## src/rtl/core/gqc_div.sv

```systemverilog
// Pipelined restoring divider, one quotient bit per stage, several lanes.
module gqc_div #(
    parameter int C      = 16,
    parameter int L      = 4,
    parameter int SIDE_W = 8
) (
    input  logic              clk,
    input  logic              rst_n,
    input  logic              advance,
    input  logic              in_vld,
    input  logic [2*C-2:0]    in_num [L],
    input  logic [C-2:0]      in_den [L],
    input  logic [SIDE_W-1:0] in_side,
    output logic              out_vld,
    output logic [C-1:0]      out_q [L],
    output logic [SIDE_W-1:0] out_side
);

    localparam int D = C - 1;

    // quotient is known to fit C bits, so the top D dividend bits seed the remainder
    logic [D-1:0]      rem_reg  [1:C][L];
    logic [C-1:0]      low_reg  [1:C][L];
    logic [C-1:0]      q_reg    [1:C][L];
    logic [D-1:0]      den_reg  [1:C][L];
    logic [SIDE_W-1:0] side_reg [1:C];
    logic              vld_reg  [1:C];

    for (genvar k = 0; k < C; k++)
    begin : g_stage
        logic [D-1:0]      p_rem  [L];
        logic [C-1:0]      p_low  [L];
        logic [C-1:0]      p_q    [L];
        logic [D-1:0]      p_den  [L];
        logic [SIDE_W-1:0] p_side;
        logic              p_vld;

        if (k == 0)
        begin : g_first
            for (genvar l = 0; l < L; l++)
            begin : g_lane
                assign p_rem[l] = in_num[l][2*C-2:C];
                assign p_low[l] = in_num[l][C-1:0];
                assign p_q[l]   = '0;
                assign p_den[l] = in_den[l];
            end
            assign p_side = in_side;
            assign p_vld  = in_vld;
        end
        else
        begin : g_rest
            for (genvar l = 0; l < L; l++)
            begin : g_lane
                assign p_rem[l] = rem_reg[k][l];
                assign p_low[l] = low_reg[k][l];
                assign p_q[l]   = q_reg[k][l];
                assign p_den[l] = den_reg[k][l];
            end
            assign p_side = side_reg[k];
            assign p_vld  = vld_reg[k];
        end

        for (genvar l = 0; l < L; l++)
        begin : g_calc
            logic [D:0] trial;
            logic       ge;

            assign trial = {p_rem[l], p_low[l][C-1-k]};
            assign ge    = trial >= {1'b0, p_den[l]};

            always_ff @(posedge clk)
            begin
                if (advance)
                begin
                    rem_reg[k+1][l] <= ge ? (trial[D-1:0] - p_den[l]) : trial[D-1:0];
                    low_reg[k+1][l] <= p_low[l];
                    q_reg[k+1][l]   <= {p_q[l][C-2:0], ge};
                    den_reg[k+1][l] <= p_den[l];
                end
            end
        end

        always_ff @(posedge clk)
        begin
            if (advance)
            begin
                side_reg[k+1] <= p_side;
            end
        end

        always_ff @(posedge clk or negedge rst_n)
        begin
            if (!rst_n)
            begin
                vld_reg[k+1] <= 1'b0;
            end
            else if (advance)
            begin
                vld_reg[k+1] <= p_vld;
            end
        end
    end

    for (genvar l = 0; l < L; l++)
    begin : g_out
        assign out_q[l] = q_reg[C][l];
    end
    assign out_side = side_reg[C];
    assign out_vld  = vld_reg[C];

endmodule

```

## config.mk

```make
export PLATFORM = sky130hd
export DESIGN_NAME = gqc_div
export DESIGN_NICKNAME = d
export VERILOG_FILES = /design/src/rtl/core/gqc_div.sv
export SDC_FILE = /design/constraint.sdc
export NUM_CORES = 2
export LEC_CHECK = 0
export BUFFER_PORTS_ARGS = -buffer_cell sky130_fd_sc_hd__buf_2
export CAP_MARGIN = 20
export CORE_MARGIN = 5
export CORE_UTILIZATION = 40
export CTS_CLUSTER_DIAMETER = 30
export DETAILED_ROUTE_END_ITERATION = 6
export PLACE_DENSITY = 0.64
export SLEW_MARGIN = 20
export SYNTH_ARGS = -nofsm -noshare
export SYNTH_HDL_FRONTEND = slang
export SYNTH_SLANG_ARGS = --single-unit
```

## constraint.sdc

```tcl
create_clock -name clk -period 8.15 [get_ports clk]
set_clock_uncertainty 0.1 [all_clocks]
set_input_delay 1.2225 -clock clk [delete_from_list [all_inputs] [get_ports clk]]
set_output_delay 1.2225 -clock clk [all_outputs]
set_load 0.02 [all_outputs]
```

==> flow_summary_export.csv <==
group,metric,value,unit
detailed_routing,drt_iter0_drc,4624,
global_route,grt_use_total,14.2,%
detailed_routing,avgRoutedWirePerCell,15.8,um
timing,post-route-period-util,44.7,%
timing,setup-tns-final,0,ns
timing,drv_slew,0,
yosys,ys_warn_count,0,
clock_tree,cts_resized,0,
timing,min_period,3.64,ns
placed_design,dp_hpwl,199000,um
clock_tree,clk_pin_slew,0.05,ns
yosys,ys_types,93,
min_path,hold_class,"flip-flop to flip-flop",
timing,setup_viol_count_final,0,
flow_run,maxCapViolCount,0,
power_and_ir_drop,ir_drop,0.000215,V
finish,final_common_cell,"edfxtp_1",
floorplan,die-height,618,um
finish,fill_cells,32000,
finish,final_cell_mix,"edfxtp_1, inv_1, ha_1",
setup_path,critPathKind,"flip-flop to flip-flop",
clock_tree,postCtsSetupBuffers,0,
detailed_routing,wl,279000,um
global_route,antenna_found_initial,13,
power_and_ir_drop,intPower,49.7,mW
clock_tree,cts_tree,"yes",
power_and_ir_drop,power_frac_comb,31.5,%
power_and_ir_drop,p_switching,22.2,mW
setup_path,cp_num_buf_inv,0,
power_and_ir_drop,sw_frac_of_total,30.9,%
timing,fmax,275,MHz
yosys,yosysSeqAreaShare,60.3,%
timing,rsz0062_at_grt,"no",
clock_tree,cts_sinks,2968,
global_route,grt_pass1_wl,451000,um
finish,final_util,48.3,%
yosys,syn_nets,12600,
power_and_ir_drop,seqPwrFrac,32.3,%
setup_path,cpPeakStageDelay,0.72,ns
power_and_ir_drop,p_leak,70.6,nW
yosys,yosys_register_bits,2968,
setup_path,start_kind,"flip-flop",
detailed_routing,drt.antenna.violating_nets,0,
clock_tree,numCtsBuffers,651,
min_path,min_delay_worst_endpoint,"q_reg[0][532]$_DFFE_PP_",
timing,worst_pin_slew,1.02,ns
floorplan,num_rows,223,
yosys,ys.flop_type,"edfxtp_1",
setup_path,crit_chain,"ha_1 > a21o_1 > a21o_1 > a2111oi_0 > a21oi_1 > a221oi_2 > a41o_1 > mux2_1",
setup_path,r2r_start,"rem_reg[0][65]$_DFFE_PP_",
min_path,min_path_cells,0,
detailed_routing,vias,88200,
setup_path,worst_path_dominant_cell_family,"compound AO/OA/AOI/OAI gates",
setup_path,cp-end-kind,"flip-flop",
placed_design,io_buffers,268,
floorplan,dieArea,382000,um2
finish,area_growth_syn_to_layout,20.4,%
yosys,netlist_area,148000,um2
timing,relSlewSlack,31.5,%
detailed_routing,viasPerCell,4.99,
yosys,synth_edf_count,2952,
yosys,syn_avg_cell_area,13.0,um2
timing,hold_violations,0,
yosys,post-synth-top-area-cell,"edfxtp_1",
yosys,synth.top_cell.area_share,60.0,%
global_route,grt_max_degree,176,
clock_tree,clkLatencyLatePin,0.98,ns
power_and_ir_drop,clockPowerShare,36.2,%
timing,setup_slack,4.51,ns
finish,drive_gt1_share,14.1,%
setup_path,critPathRequiredTime,8.77,ns
finish,nets,13400,
placed_design,routabilityCongestion,0.883,
detailed_routing,drc,0,
floorplan,die_width,618,um
global_route,gr-total-overflow,0,
clock_tree,cts_max_level,6,
power_and_ir_drop,power_density,404,nW/um2
setup_path,cpMostUsedCell,"a21o_1",
setup_path,rr_worst_depth,8,
setup_path,cp.arrival,4.26,ns
clock_tree,hold_buffers,1,
clock_tree,clockBufferDepth,4,
floorplan,core_area,369000,um2
run_status,status,"completed",
floorplan,start_util,40.1,%
yosys,synthTopCellsByArea,"edfxtp_1, ha_1, inv_1, mux2_1, xnor2_1",
clock_tree,cts_root_buffer,"clkbuf_16",
setup_path,reg2reg_to,"rem_reg[0][124]$_DFFE_PP_",
global_route,grt_pass1_vias,88100,
floorplan,num_io_pins,269,
setup_path,worst-r2r-setup-slack,4.51,ns
setup_path,path_max_fanout,16,
yosys,async_reset_ff_share,0.539,%
placed_design,post-place-ws,3.67,ns
detailed_routing,dr.pass1.iters,6,
min_path,hold_path.startpoint,"q_reg[0][467]$_DFFE_PP_",
yosys,netlist_instances,11300,
setup_path,crit_slowest_cell,"a41o_1",
==> worst register-to-register path, stage by stage, from the launching register on <==
cell       delay, ns
edfxtp_1        0.41
ha_1            0.38
a21o_1          0.19
a21o_1          0.19
a2111oi_0       0.40
a21oi_1         0.13
a221oi_2        0.46
a41o_1          0.72
mux2_1          0.41
==> cells in the mapped netlist, drive strengths merged, types with 19 or more instances <==
| cell | count |
|---|---|
| a2111o | 21 |
| a2111oi | 24 |
| a211o | 49 |
| a211oi | 63 |
| a21boi | 21 |
| a21o | 185 |
| a21oi | 635 |
| a31oi | 129 |
| a41oi | 22 |
| and2 | 36 |
| and3 | 67 |
| and4 | 26 |
| buf | 55 |
| clkbuf | 102 |
| edfxtp | 2952 |
| fa | 60 |
| ha | 960 |
| inv | 1278 |
| mux2 | 621 |
| mux2i | 117 |
| nand2 | 473 |
| nand2b | 165 |
| nand3 | 98 |
| nand3b | 19 |
| nand4 | 126 |
| nor2 | 671 |
| nor2b | 164 |
| nor3 | 163 |
| nor4 | 27 |
| o2111ai | 31 |
| o211a | 27 |
| o211ai | 53 |
| o21a | 238 |
| o21ai | 517 |
| o21bai | 35 |
| o22a | 28 |
| o22ai | 26 |
| o311ai | 52 |
| o31a | 58 |
| o31ai | 36 |
| or2 | 32 |
| or3 | 67 |
| xnor2 | 391 |
| xor2 | 173 |
==> cell families after synthesis <==
logic type | synth area share, %
xor gates and xnor gates | 3.34
AOI/OAI and AO/OA | 10.7
buffers and inverters | 3.71
muxes | 5.63
and+or+nand+nor | 7.42
adders and majority gates | 8.94
DFF | 60.3
==> layout make-up <==
| cell class | count | area (um2) | share of cell area, % |
|---|---|---|---|
| clock buffer | 746 | 16900 | 9.49 |
| inverter | 1278 | 4800 | 2.70 |
| multi-input combinational | 6938 | 53500 | 30.0 |
| timing repair buffer | 328 | 2030 | 1.14 |
| sequential | 2968 | 89000 | 50.1 |
| clock inverter | 458 | 5470 | 3.08 |
| tap | 4950 | 6190 | 3.48 |
| antenna | 5 | 12.5 | 0.00703 |
==> worst max-delay path by stage <==
| stage | from | depth (start not counted) | to |
|---|---|---|---|
| after global routing | rem_reg[0][65]$_DFFE_PP_ | 8 | rem_reg[0][131]$_DFFE_PP_ |
| after floorplan | in_den[47] | 10 | rem_reg[0][112]$_DFFE_PP_ |
| after CTS | low_reg[0][519]$_DFFE_PP_ | 10 | rem_reg[0][548]$_DFFE_PP_ |
| after global placement | in_num[15] | 11 | rem_reg[0][63]$_DFFE_PP_ |
| final | rem_reg[0][65]$_DFFE_PP_ | 8 | rem_reg[0][124]$_DFFE_PP_ |
| after detailed placement | in_num[108] | 11 | rem_reg[0][107]$_DFFE_PP_ |
==> routing by layer <==
layer  track usage, %  vias to the layer above  routed length, um
met3             2.38                      673              11400
li1                 -                    44300                  -
met2             23.7                     1703             132000
met4             6.20                        6              10900
met1             18.3                    41600             125000
met5                0                        -                 43
==> through the flow <==
step / hold slack, ns / power [mW] / instance area (um2) / std cells
final: 0.287 / 71.9 / 178000 / 17700
after global routing: 0.231 / 76.4 / 178000 / 17700
after CTS: 0.191 / 72.6 / 178000 / 17700
after detailed placement: 0.305 / 45.9 / 155000 / 16500
after global placement: 0.300 / 45.7 / 155000 / 16500
after floorplan: 0.300 / 40.6 / 148000 / 11300
==> power groups by stage <==
stage	logic (mW)	registers, mW	clock network [mW]
3_3_place_gp	22.2	23.5	0
4_1_cts	22.7	23.3	26.7
6_report	22.6	23.2	26.0
3_5_place_dp	22.4	23.5	0
5_1_grt	25.4	23.5	27.5
2_1_floorplan	18.0	22.6	0
Power figures use the tool's default switching activity.
