File: config.mk
export PLATFORM = sky130hd
export DESIGN_NAME = gqc_clip
export DESIGN_NICKNAME = d
export VERILOG_FILES = /design/src/rtl/core/gqc_pkg.sv /design/src/rtl/core/gqc_clip.sv
export SDC_FILE = /design/constraint.sdc
export NUM_CORES = 1
export LEC_CHECK = 0
export BUFFER_PORTS_ARGS = -buffer_cell sky130_fd_sc_hd__buf_4
export CELL_PAD_IN_SITES_DETAIL_PLACEMENT = 1
export CELL_PAD_IN_SITES_GLOBAL_PLACEMENT = 2
export CORE_ASPECT_RATIO = 1.25
export CORE_MARGIN = 2
export CORE_UTILIZATION = 35
export DETAILED_ROUTE_END_ITERATION = 16
export PLACE_DENSITY = 0.92
export SYNTH_ARGS = -nofsm -noshare
export SYNTH_HDL_FRONTEND = slang
export SYNTH_SLANG_ARGS = --single-unit
File: constraint.sdc
create_clock -name clk -period 0.8 [get_ports clk]
set_input_delay 0.04 -clock clk [delete_from_list [all_inputs] [get_ports clk]]
set_output_delay 0.04 -clock clk [all_outputs]
set_load 0.01 [all_outputs]
File: src/rtl/core/gqc_pkg.sv
// Shared codes for the glyph quad clipper: verdicts and register indexes.
package gqc_pkg;

    localparam int CFG_IDX_W = 3;

    localparam logic [1:0] VERDICT_DISCARD = 2'd0;
    localparam logic [1:0] VERDICT_CLIP    = 2'd1;
    localparam logic [1:0] VERDICT_WHOLE   = 2'd2;

    localparam logic [CFG_IDX_W-1:0] CFG_BOX_X = 3'd0;
    localparam logic [CFG_IDX_W-1:0] CFG_BOX_Y = 3'd1;
    localparam logic [CFG_IDX_W-1:0] CFG_BOX_W = 3'd2;
    localparam logic [CFG_IDX_W-1:0] CFG_BOX_H = 3'd3;

endpackage

File: src/rtl/core/gqc_clip.sv
// First pipeline stage: per-axis clip against the box and quad verdict.
module gqc_clip #(
    parameter int C = 16
) (
    input  logic                clk,
    input  logic                rst_n,
    input  logic                advance,
    input  logic                in_vld,
    input  logic signed [C-1:0] qx,
    input  logic signed [C-1:0] qy,
    input  logic [C-2:0]        qw,
    input  logic [C-2:0]        qh,
    input  logic signed [C-1:0] box_x,
    input  logic signed [C-1:0] box_y,
    input  logic [C-2:0]        box_w,
    input  logic [C-2:0]        box_h,
    output logic                vld_reg,
    output logic [1:0]          verdict_reg,
    output logic [C-1:0]        cx_reg,
    output logic [C-1:0]        cy_reg,
    output logic [C-2:0]        cw_reg,
    output logic [C-2:0]        ch_reg,
    output logic [C-2:0]        offx_reg,
    output logic [C-2:0]        offy_reg
);

    localparam int D = C - 1;

    logic signed [C:0]   pmax_x, bmax_x, hi_x, span_x;
    logic signed [C:0]   pmax_y, bmax_y, hi_y, span_y;
    logic signed [C-1:0] lo_x, lo_y, cx, cy, offx, offy;
    logic                hit_x, hit_y;
    logic [D-1:0]        cw, ch;
    logic [1:0]          verdict;

    always_comb
    begin
        pmax_x = {qx[C-1], qx} + $signed({2'b00, qw});
        bmax_x = {box_x[C-1], box_x} + $signed({2'b00, box_w});
        lo_x   = (qx > box_x) ? qx : box_x;
        hi_x   = (pmax_x < bmax_x) ? pmax_x : bmax_x;
        hit_x  = $signed({lo_x[C-1], lo_x}) < hi_x;
        span_x = hi_x - $signed({lo_x[C-1], lo_x});
        cw     = hit_x ? span_x[D-1:0] : '0;
        cx     = hit_x ? lo_x : qx;
        offx   = cx - qx;

        pmax_y = {qy[C-1], qy} + $signed({2'b00, qh});
        bmax_y = {box_y[C-1], box_y} + $signed({2'b00, box_h});
        lo_y   = (qy > box_y) ? qy : box_y;
        hi_y   = (pmax_y < bmax_y) ? pmax_y : bmax_y;
        hit_y  = $signed({lo_y[C-1], lo_y}) < hi_y;
        span_y = hi_y - $signed({lo_y[C-1], lo_y});
        ch     = hit_y ? span_y[D-1:0] : '0;
        cy     = hit_y ? lo_y : qy;
        offy   = cy - qy;

        if (cw == qw && ch == qh)
        begin
            verdict = gqc_pkg::VERDICT_WHOLE;
        end
        else if (cw == '0 || ch == '0)
        begin
            verdict = gqc_pkg::VERDICT_DISCARD;
        end
        else
        begin
            verdict = gqc_pkg::VERDICT_CLIP;
        end
    end

    always_ff @(posedge clk or negedge rst_n)
    begin
        if (!rst_n)
        begin
            vld_reg <= 1'b0;
        end
        else if (advance)
        begin
            vld_reg <= in_vld;
        end
    end

    always_ff @(posedge clk)
    begin
        if (advance)
        begin
            verdict_reg <= verdict;
            cx_reg      <= cx;
            cy_reg      <= cy;
            cw_reg      <= cw;
            ch_reg      <= ch;
            offx_reg    <= offx[D-1:0];
            offy_reg    <= offy[D-1:0];
        end
    end

endmodule

==> results of run 1 <==
[per-layer routing]
metal  global-route usage  GRT overflow
met3               0.4036             2
met2               0.8492            49
met4               0.6462            48
met5               0.1771             0
met1               0.5734             0
[through the flow]
stage	setup TNS, ps	area, um2
CTS	-506920	22290
detailed placement	-556420	19640
global placement	-529340	19640
floorplan	-465000	13300
[synth_stat cells (6+ instances only)]
master / count / area, um2
buf_2: 6 / 30.03
or3_1: 12 / 75.07
nor4b_1: 7 / 61.31
a21boi_0: 9 / 67.56
nand2b_1: 21 / 131.4
nand4_1: 16 / 100.1
a211oi_1: 14 / 105.1
inv_1: 162 / 608.1
nand3_1: 21 / 105.1
xor2_1: 39 / 341.6
edfxtp_1: 94 / 2823
o211ai_1: 9 / 67.56
nand3b_1: 8 / 60.06
nor2b_1: 41 / 256.5
clkbuf_1: 12 / 45.04
a311oi_1: 6 / 52.55
o21bai_1: 8 / 60.06
fa_1: 8 / 160.2
mux2_1: 16 / 180.2
o21ai_0: 76 / 380.4
o21a_1: 25 / 187.7
nor3_1: 26 / 130.1
xnor2_1: 63 / 551.8
nor2_1: 127 / 476.7
o2111ai_1: 6 / 52.55
nor3b_1: 6 / 45.04
nand2_1: 58 / 217.7
a211o_1: 6 / 52.55
buf_4: 6 / 45.04
ha_1: 212 / 2653
and2_1: 12 / 75.07
a21o_1: 43 / 322.8
mux2_2: 18 / 202.7
a31oi_1: 21 / 131.4
or2_2: 9 / 56.30
mux2i_1: 53 / 530.5
a21oi_1: 110 / 550.5
[timing repair]
| item | CTS |
|---|---|
| gates cloned | 2 |
| pin swaps | 159 |
| hold buffers | 3 |
| endpoints found under the setup margin | 189 |
| setup buffers | 109 |
| hold endpoints to repair | 2 |
| resized for setup | 342 |
[logic make-up after synthesis]
family          Yosys count
fa+ha+maj               222
flops                    95
simple gates            384
mux                      87
buf+inv                 190
xor+xnor                103
compound gates          383
==> summary.md, run 1 <==
| Metric | Value |
|---|---|
| #FFs+latches synth | `95` |
| Placer Congestion | `around 0.9` |
| Place WS | `-7834 ps` |
| Post-Synth Adder-Cell Area | `0.2230` |
| Chip Width | `between 150 and 200 um` |
| Worst EP post-GRT repair | `offy_reg[13]$_DFFE_PP_/D` |
| Seq/Total Area, Yosys | `0.2240` |
| Placed cell count | `~2.7k` |
| Yosys cell types | `77` |
| Error | `[ERROR GRT-0232] Routing congestion too high. Check the congestion heatmap in the GUI.` |
| H-Tree Depth | `3` |
| Initial core utilization | `0.3530` |
| Post-Synth XOR/XNOR Area | `0.07205` |
| Row count | `78` |
| Number of port buffers | `roughly 220` |
| Global Route Usage Sum | `0.6132` |
| Largest net degree at the start of global routing | `30` |
| Async SR Flop Fraction | `0.01053` |
| Worst End Pin Type | `register input` |
| Max clock buf depth | `2` |
| Die height | `roughly 220 um` |
| I/O pin total | `about 220` |
| Hpwl dp | `around 47,000 um` |
| Largest family of logic cells by synthesized area | `adder cells` |
| Post-Syn Area | `around 13,000 um2` |
| CTS Root Buffer Type | `clkbuf_16` |
| Syn Inst Count | `approximately 1.5k` |
| Avg Cell Area, Syn | `approximately 8.7 um2` |
| Clock sink count | `95` |
| Num CTS Buffers | `9` |
| Run status | `stopped before the end` |
| EDFF count, synth | `94` |
| Mux share of post-synthesis cell area | `0.07186` |
| Warnings from Yosys | `0` |
| Overflow after GRT | `99` |
| Syn Nets | `~1.8k` |
| Failing step | `5_1_grt` |
| Main synth FF type | `edfxtp_1` |
| Post-synthesis simple-gate area fraction | `0.1536` |
| Compound-cell area share of the yosys netlist | `0.1971` |
==> run 2, diff against run 1 <==
==> config.mk (replaced) <==
export PLATFORM = sky130hd
export DESIGN_NAME = gqc_clip
export DESIGN_NICKNAME = d
export VERILOG_FILES = /design/src/rtl/core/gqc_pkg.sv /design/src/rtl/core/gqc_clip.sv
export SDC_FILE = /design/constraint.sdc
export NUM_CORES = 1
export LEC_CHECK = 0
export BUFFER_PORTS_ARGS = -buffer_cell sky130_fd_sc_hd__buf_4
export CORE_MARGIN = 2
export CORE_UTILIZATION = 35
export DETAILED_ROUTE_END_ITERATION = 16
export PLACE_DENSITY_LB_ADDON = 0.15
export SYNTH_ARGS = -nofsm -noshare
export SYNTH_HDL_FRONTEND = slang
export SYNTH_SLANG_ARGS = --single-unit
==> summary.md, run 2 <==
| Metric | Value |
|---|---|
| Run status | `finished with violations` |
| Failing checks | `setup timing` |
| Antenna violations before repair | `0` |
| Tcrit/Tclk final | `9.236` |
| Layout cells sized above 1 | `0.5363` |
| Power Total | `roughly 81,000 uW` |
| Die height | `194.6 um (-10%)` |
| Seq/Total Area, Yosys | `0.2240 (unchanged)` |
| Clock share of power | `0.053` |
| Initial core utilization | `0.3565 (+0.003530)` |
| Overflow after GRT | `0` |
| Multi-input logic area | `11,190 um2` |
| Num CTS Buffers | `9 (unchanged)` |
| Post-layout min period | `7389 ps` |
| Power density over cell area | `roughly 3400 nW/um2` |
| Final setup viols | `189` |
| Hpwl dp | `38,280 um (-18%)` |
| CP Class | `input port to register` |
| Commonest non-fill, non-tap cells in the layout | `buf_4 (737), ha_1 (174), inv_1 (153), buf_6 (153), edfxtp_1 (94)` |
| DIE AREA | `roughly 38,000 um2` |
| H-Tree Depth | `3 (unchanged)` |
| Max-slew violation count | `0` |
| Worst hold path class | `input port to register` |
| Worst setup margin | `-6589 ps` |
| Async SR Flop Fraction | `0.01053 (unchanged)` |
| Comb power frac | `0.827` |
| Layout net count | `about 2.7k` |
| Largest net degree at the start of global routing | `53` |
| Drt total wl | `49,080 um` |
| Number of antenna-violating nets in the routed design | `0` |
| TNS Setup | `-506,590 ps` |
| Max-slew headroom | `0.5502` |
| Critical path arrival | `between 7000 and 8000 ps` |
| CP most frequent cell | `a21o_1` |
| Yosys cell types | `77 (unchanged)` |
| CTS Root Buffer Type | `clkbuf_16` |
| Warnings from Yosys | `0 (unchanged)` |
| Commonest cells post-synth | `ha_1 (212), inv_1 (162), nor2_1 (127)` |
| Max VDD drop | `1.539 mV` |
| Drt initial violations | `539` |
| Synth area leader | `edfxtp_1` |
| Maxcap violations | `0` |
| DR vias/cell | `just over 5` |
| Routed wire length per instance | `approximately 17 um` |
| Syn Inst Count | `1,464 (unchanged)` |
| Sequential Power Share | `0.120` |
| Worst-Skew Late Latency | `between 300 and 400 ps` |
| Net Switching | `between 30,000 and 40,000 uW` |
| CP max-delay cell | `fa_2` |
| Chip Width | `194.6 um (+12%)` |
| Main synth FF type | `edfxtp_1` |
| Vias in the first global route | `between 10k and 15k` |
| Sw Share | `0.4080` |
| Final hold violations | `0` |
| Post-Syn Area | `12,710 um2 (unchanged)` |
| Row count | `69 (-12%)` |
| Number of port buffers | `222 (unchanged)` |
| Global Route Usage Sum | `0.2494` |
| Most frequent cell after synthesis | `ha_1` |
| Clock slew at reported path FFs | `70 ps` |
| EDFF count, synth | `94 (unchanged)` |
| Place WS | `-7407 ps (+427.1 ps)` |
| I/O pin total | `223 (unchanged)` |
| Avg Cell Area, Syn | `8.682 um2 (unchanged)` |
| Ranking of synthesized cells by area | `edfxtp_1 (22%), ha_1 (21%), inv_1 (4.8%)` |
| Slowest stage delay, CP | `410 ps` |
| Leak | `about 0.011 uW` |
| FF+latch area | `2848 um2` |
| Syn Nets | `1,812 (unchanged)` |
| DRT Pass-1 Iters | `5` |
| Max clock buf depth | `2 (unchanged)` |
| Worst-path fanout max | `6` |
| Highest clock rate | `0.1353 GHz` |
| Unrepaired setup endpoints after global routing | `true` |
| Clock sink count | `95 (unchanged)` |
| #FFs+latches synth | `95 (unchanged)` |
| Yosys top cell area share | `0.2221 (unchanged)` |
| Leading cell type in the layout, fill and taps excluded | `buf_4` |
| DR DRC count | `0` |
| CTS tree | `done` |
| Ant diodes | `0` |
| Global-route wire length before repair | `74,820 um` |
| Setup Skew | `0 ps` |
| Area growth from synthesis to layout | `85.05%` |
| Core footprint | `between 30,000 and 40,000 um2` |
| Fillers | `around 2.8k` |
| Worst slew pin tran | `656.0 ps` |
| Via count | `about 14k` |
| Placer Congestion | `0.8873 (-1.3%)` |
| Startpoint types | `input port` |
| Crit. End Element | `register` |
| Int Pwr | `about 48,000 uW` |
| Worst EP required | `slightly above 900 ps` |
## run 2: cell counts after synthesis
No cell type changed its count.
## run 2: logic make-up after synthesis
family | Yosys count | synth area share
AND/OR/NAND/NOR | 384 | 0.1536
multiplexers | 87 | 0.07186
AO/OA/AOI/OAI | 383 | 0.1971
flip-flops | 95 | 0.2240
XOR/XNOR | 103 | 0.07205
adder cells (fa/ha/maj) | 222 | 0.2230
buffers and inverters | 190 | 0.05847
## run 2: metal layers
layer  share of wire  GRT usage  wire length (um)
met1            0.41     0.2866             20310
met2            0.51     0.4597             25050
met3           0.034    0.02846              1668
met4           0.042     0.1179              2052
met5               0          0                 0
## run 2: repair_timing
action | 4_1_cts | 5_1_grt
pin swaps | 154 | 99
gates cloned | 3 | 1
setup buffers | 85 | 77
hold endpoints to repair | 3 | 0
resized for setup | 362 | 180
endpoints found under the setup margin | 189 | 189
hold buffers | 4 | 0
## run 2: metrics by stage
step / area [um2] / util / hold WS (ps) / std cells
6_report: 23520 / 0.6597 / 69.57 / 2846
5_1_grt: 23520 / 0.6597 / 85.20 / 2846
4_1_cts: 22330 / 0.6263 / 59.75 / 2793
3_5_place_dp: 19740 / 0.5535 / -184.6 / 2694
3_3_place_gp: 19740 / 0.5535 / -184.0 / 2694
2_1_floorplan: 13300 / - / -255.6 / 1464
## run 2: final timing paths
check	startpoint	end	slack, ps	cells after the start
max reg2reg	vld_reg$_DFFE_PN0P_	vld_reg$_DFFE_PN0P_	40	1
max in group asynchronous	rst_n	vld_reg$_DFFE_PN0P_	200	3
min reg2reg	vld_reg$_DFFE_PN0P_	vld_reg$_DFFE_PN0P_	540	1
max	qx[0]	offx_reg[14]$_DFFE_PP_	-6590	43
min in group asynchronous	rst_n	vld_reg$_DFFE_PN0P_	500	3
min	qx[14]	cx_reg[14]$_DFFE_PP_	70	4
## run 2: final cells by class
| type | instances | share of cell area |
|---|---|---|
| sequential | 95 | 0.1211 |
| tap | 461 | 0.02452 |
| timing repair buffer | 932 | 0.3405 |
| clock buffer | 10 | 0.009735 |
| inverter | 163 | 0.02601 |
| multi-input combinational | 1179 | 0.4759 |
| clock inverter | 6 | 0.002234 |
## run 2: power groups by stage
stage | registers, uW | clock network, uW | logic, uW
3_3_place_gp | 9520 | 0 | 46000
6_report | 9700 | 4320 | 66900
5_1_grt | 9910 | 4550 | 71400
2_1_floorplan | 10500 | 0 | 24100
3_5_place_dp | 9540 | 0 | 46900
4_1_cts | 9700 | 4430 | 58900
## run 2: worst max-delay path: cells and delay by family
family,cells,cell delay (ps)
buffers and inverters,6,840
multiplexers,1,310
XOR/XNOR,2,290
AND/OR/NAND/NOR,6,640
adder cells (fa/ha/maj),7,1780
AO/OA/AOI/OAI,21,3570
(Power assumes the default switching activity.)
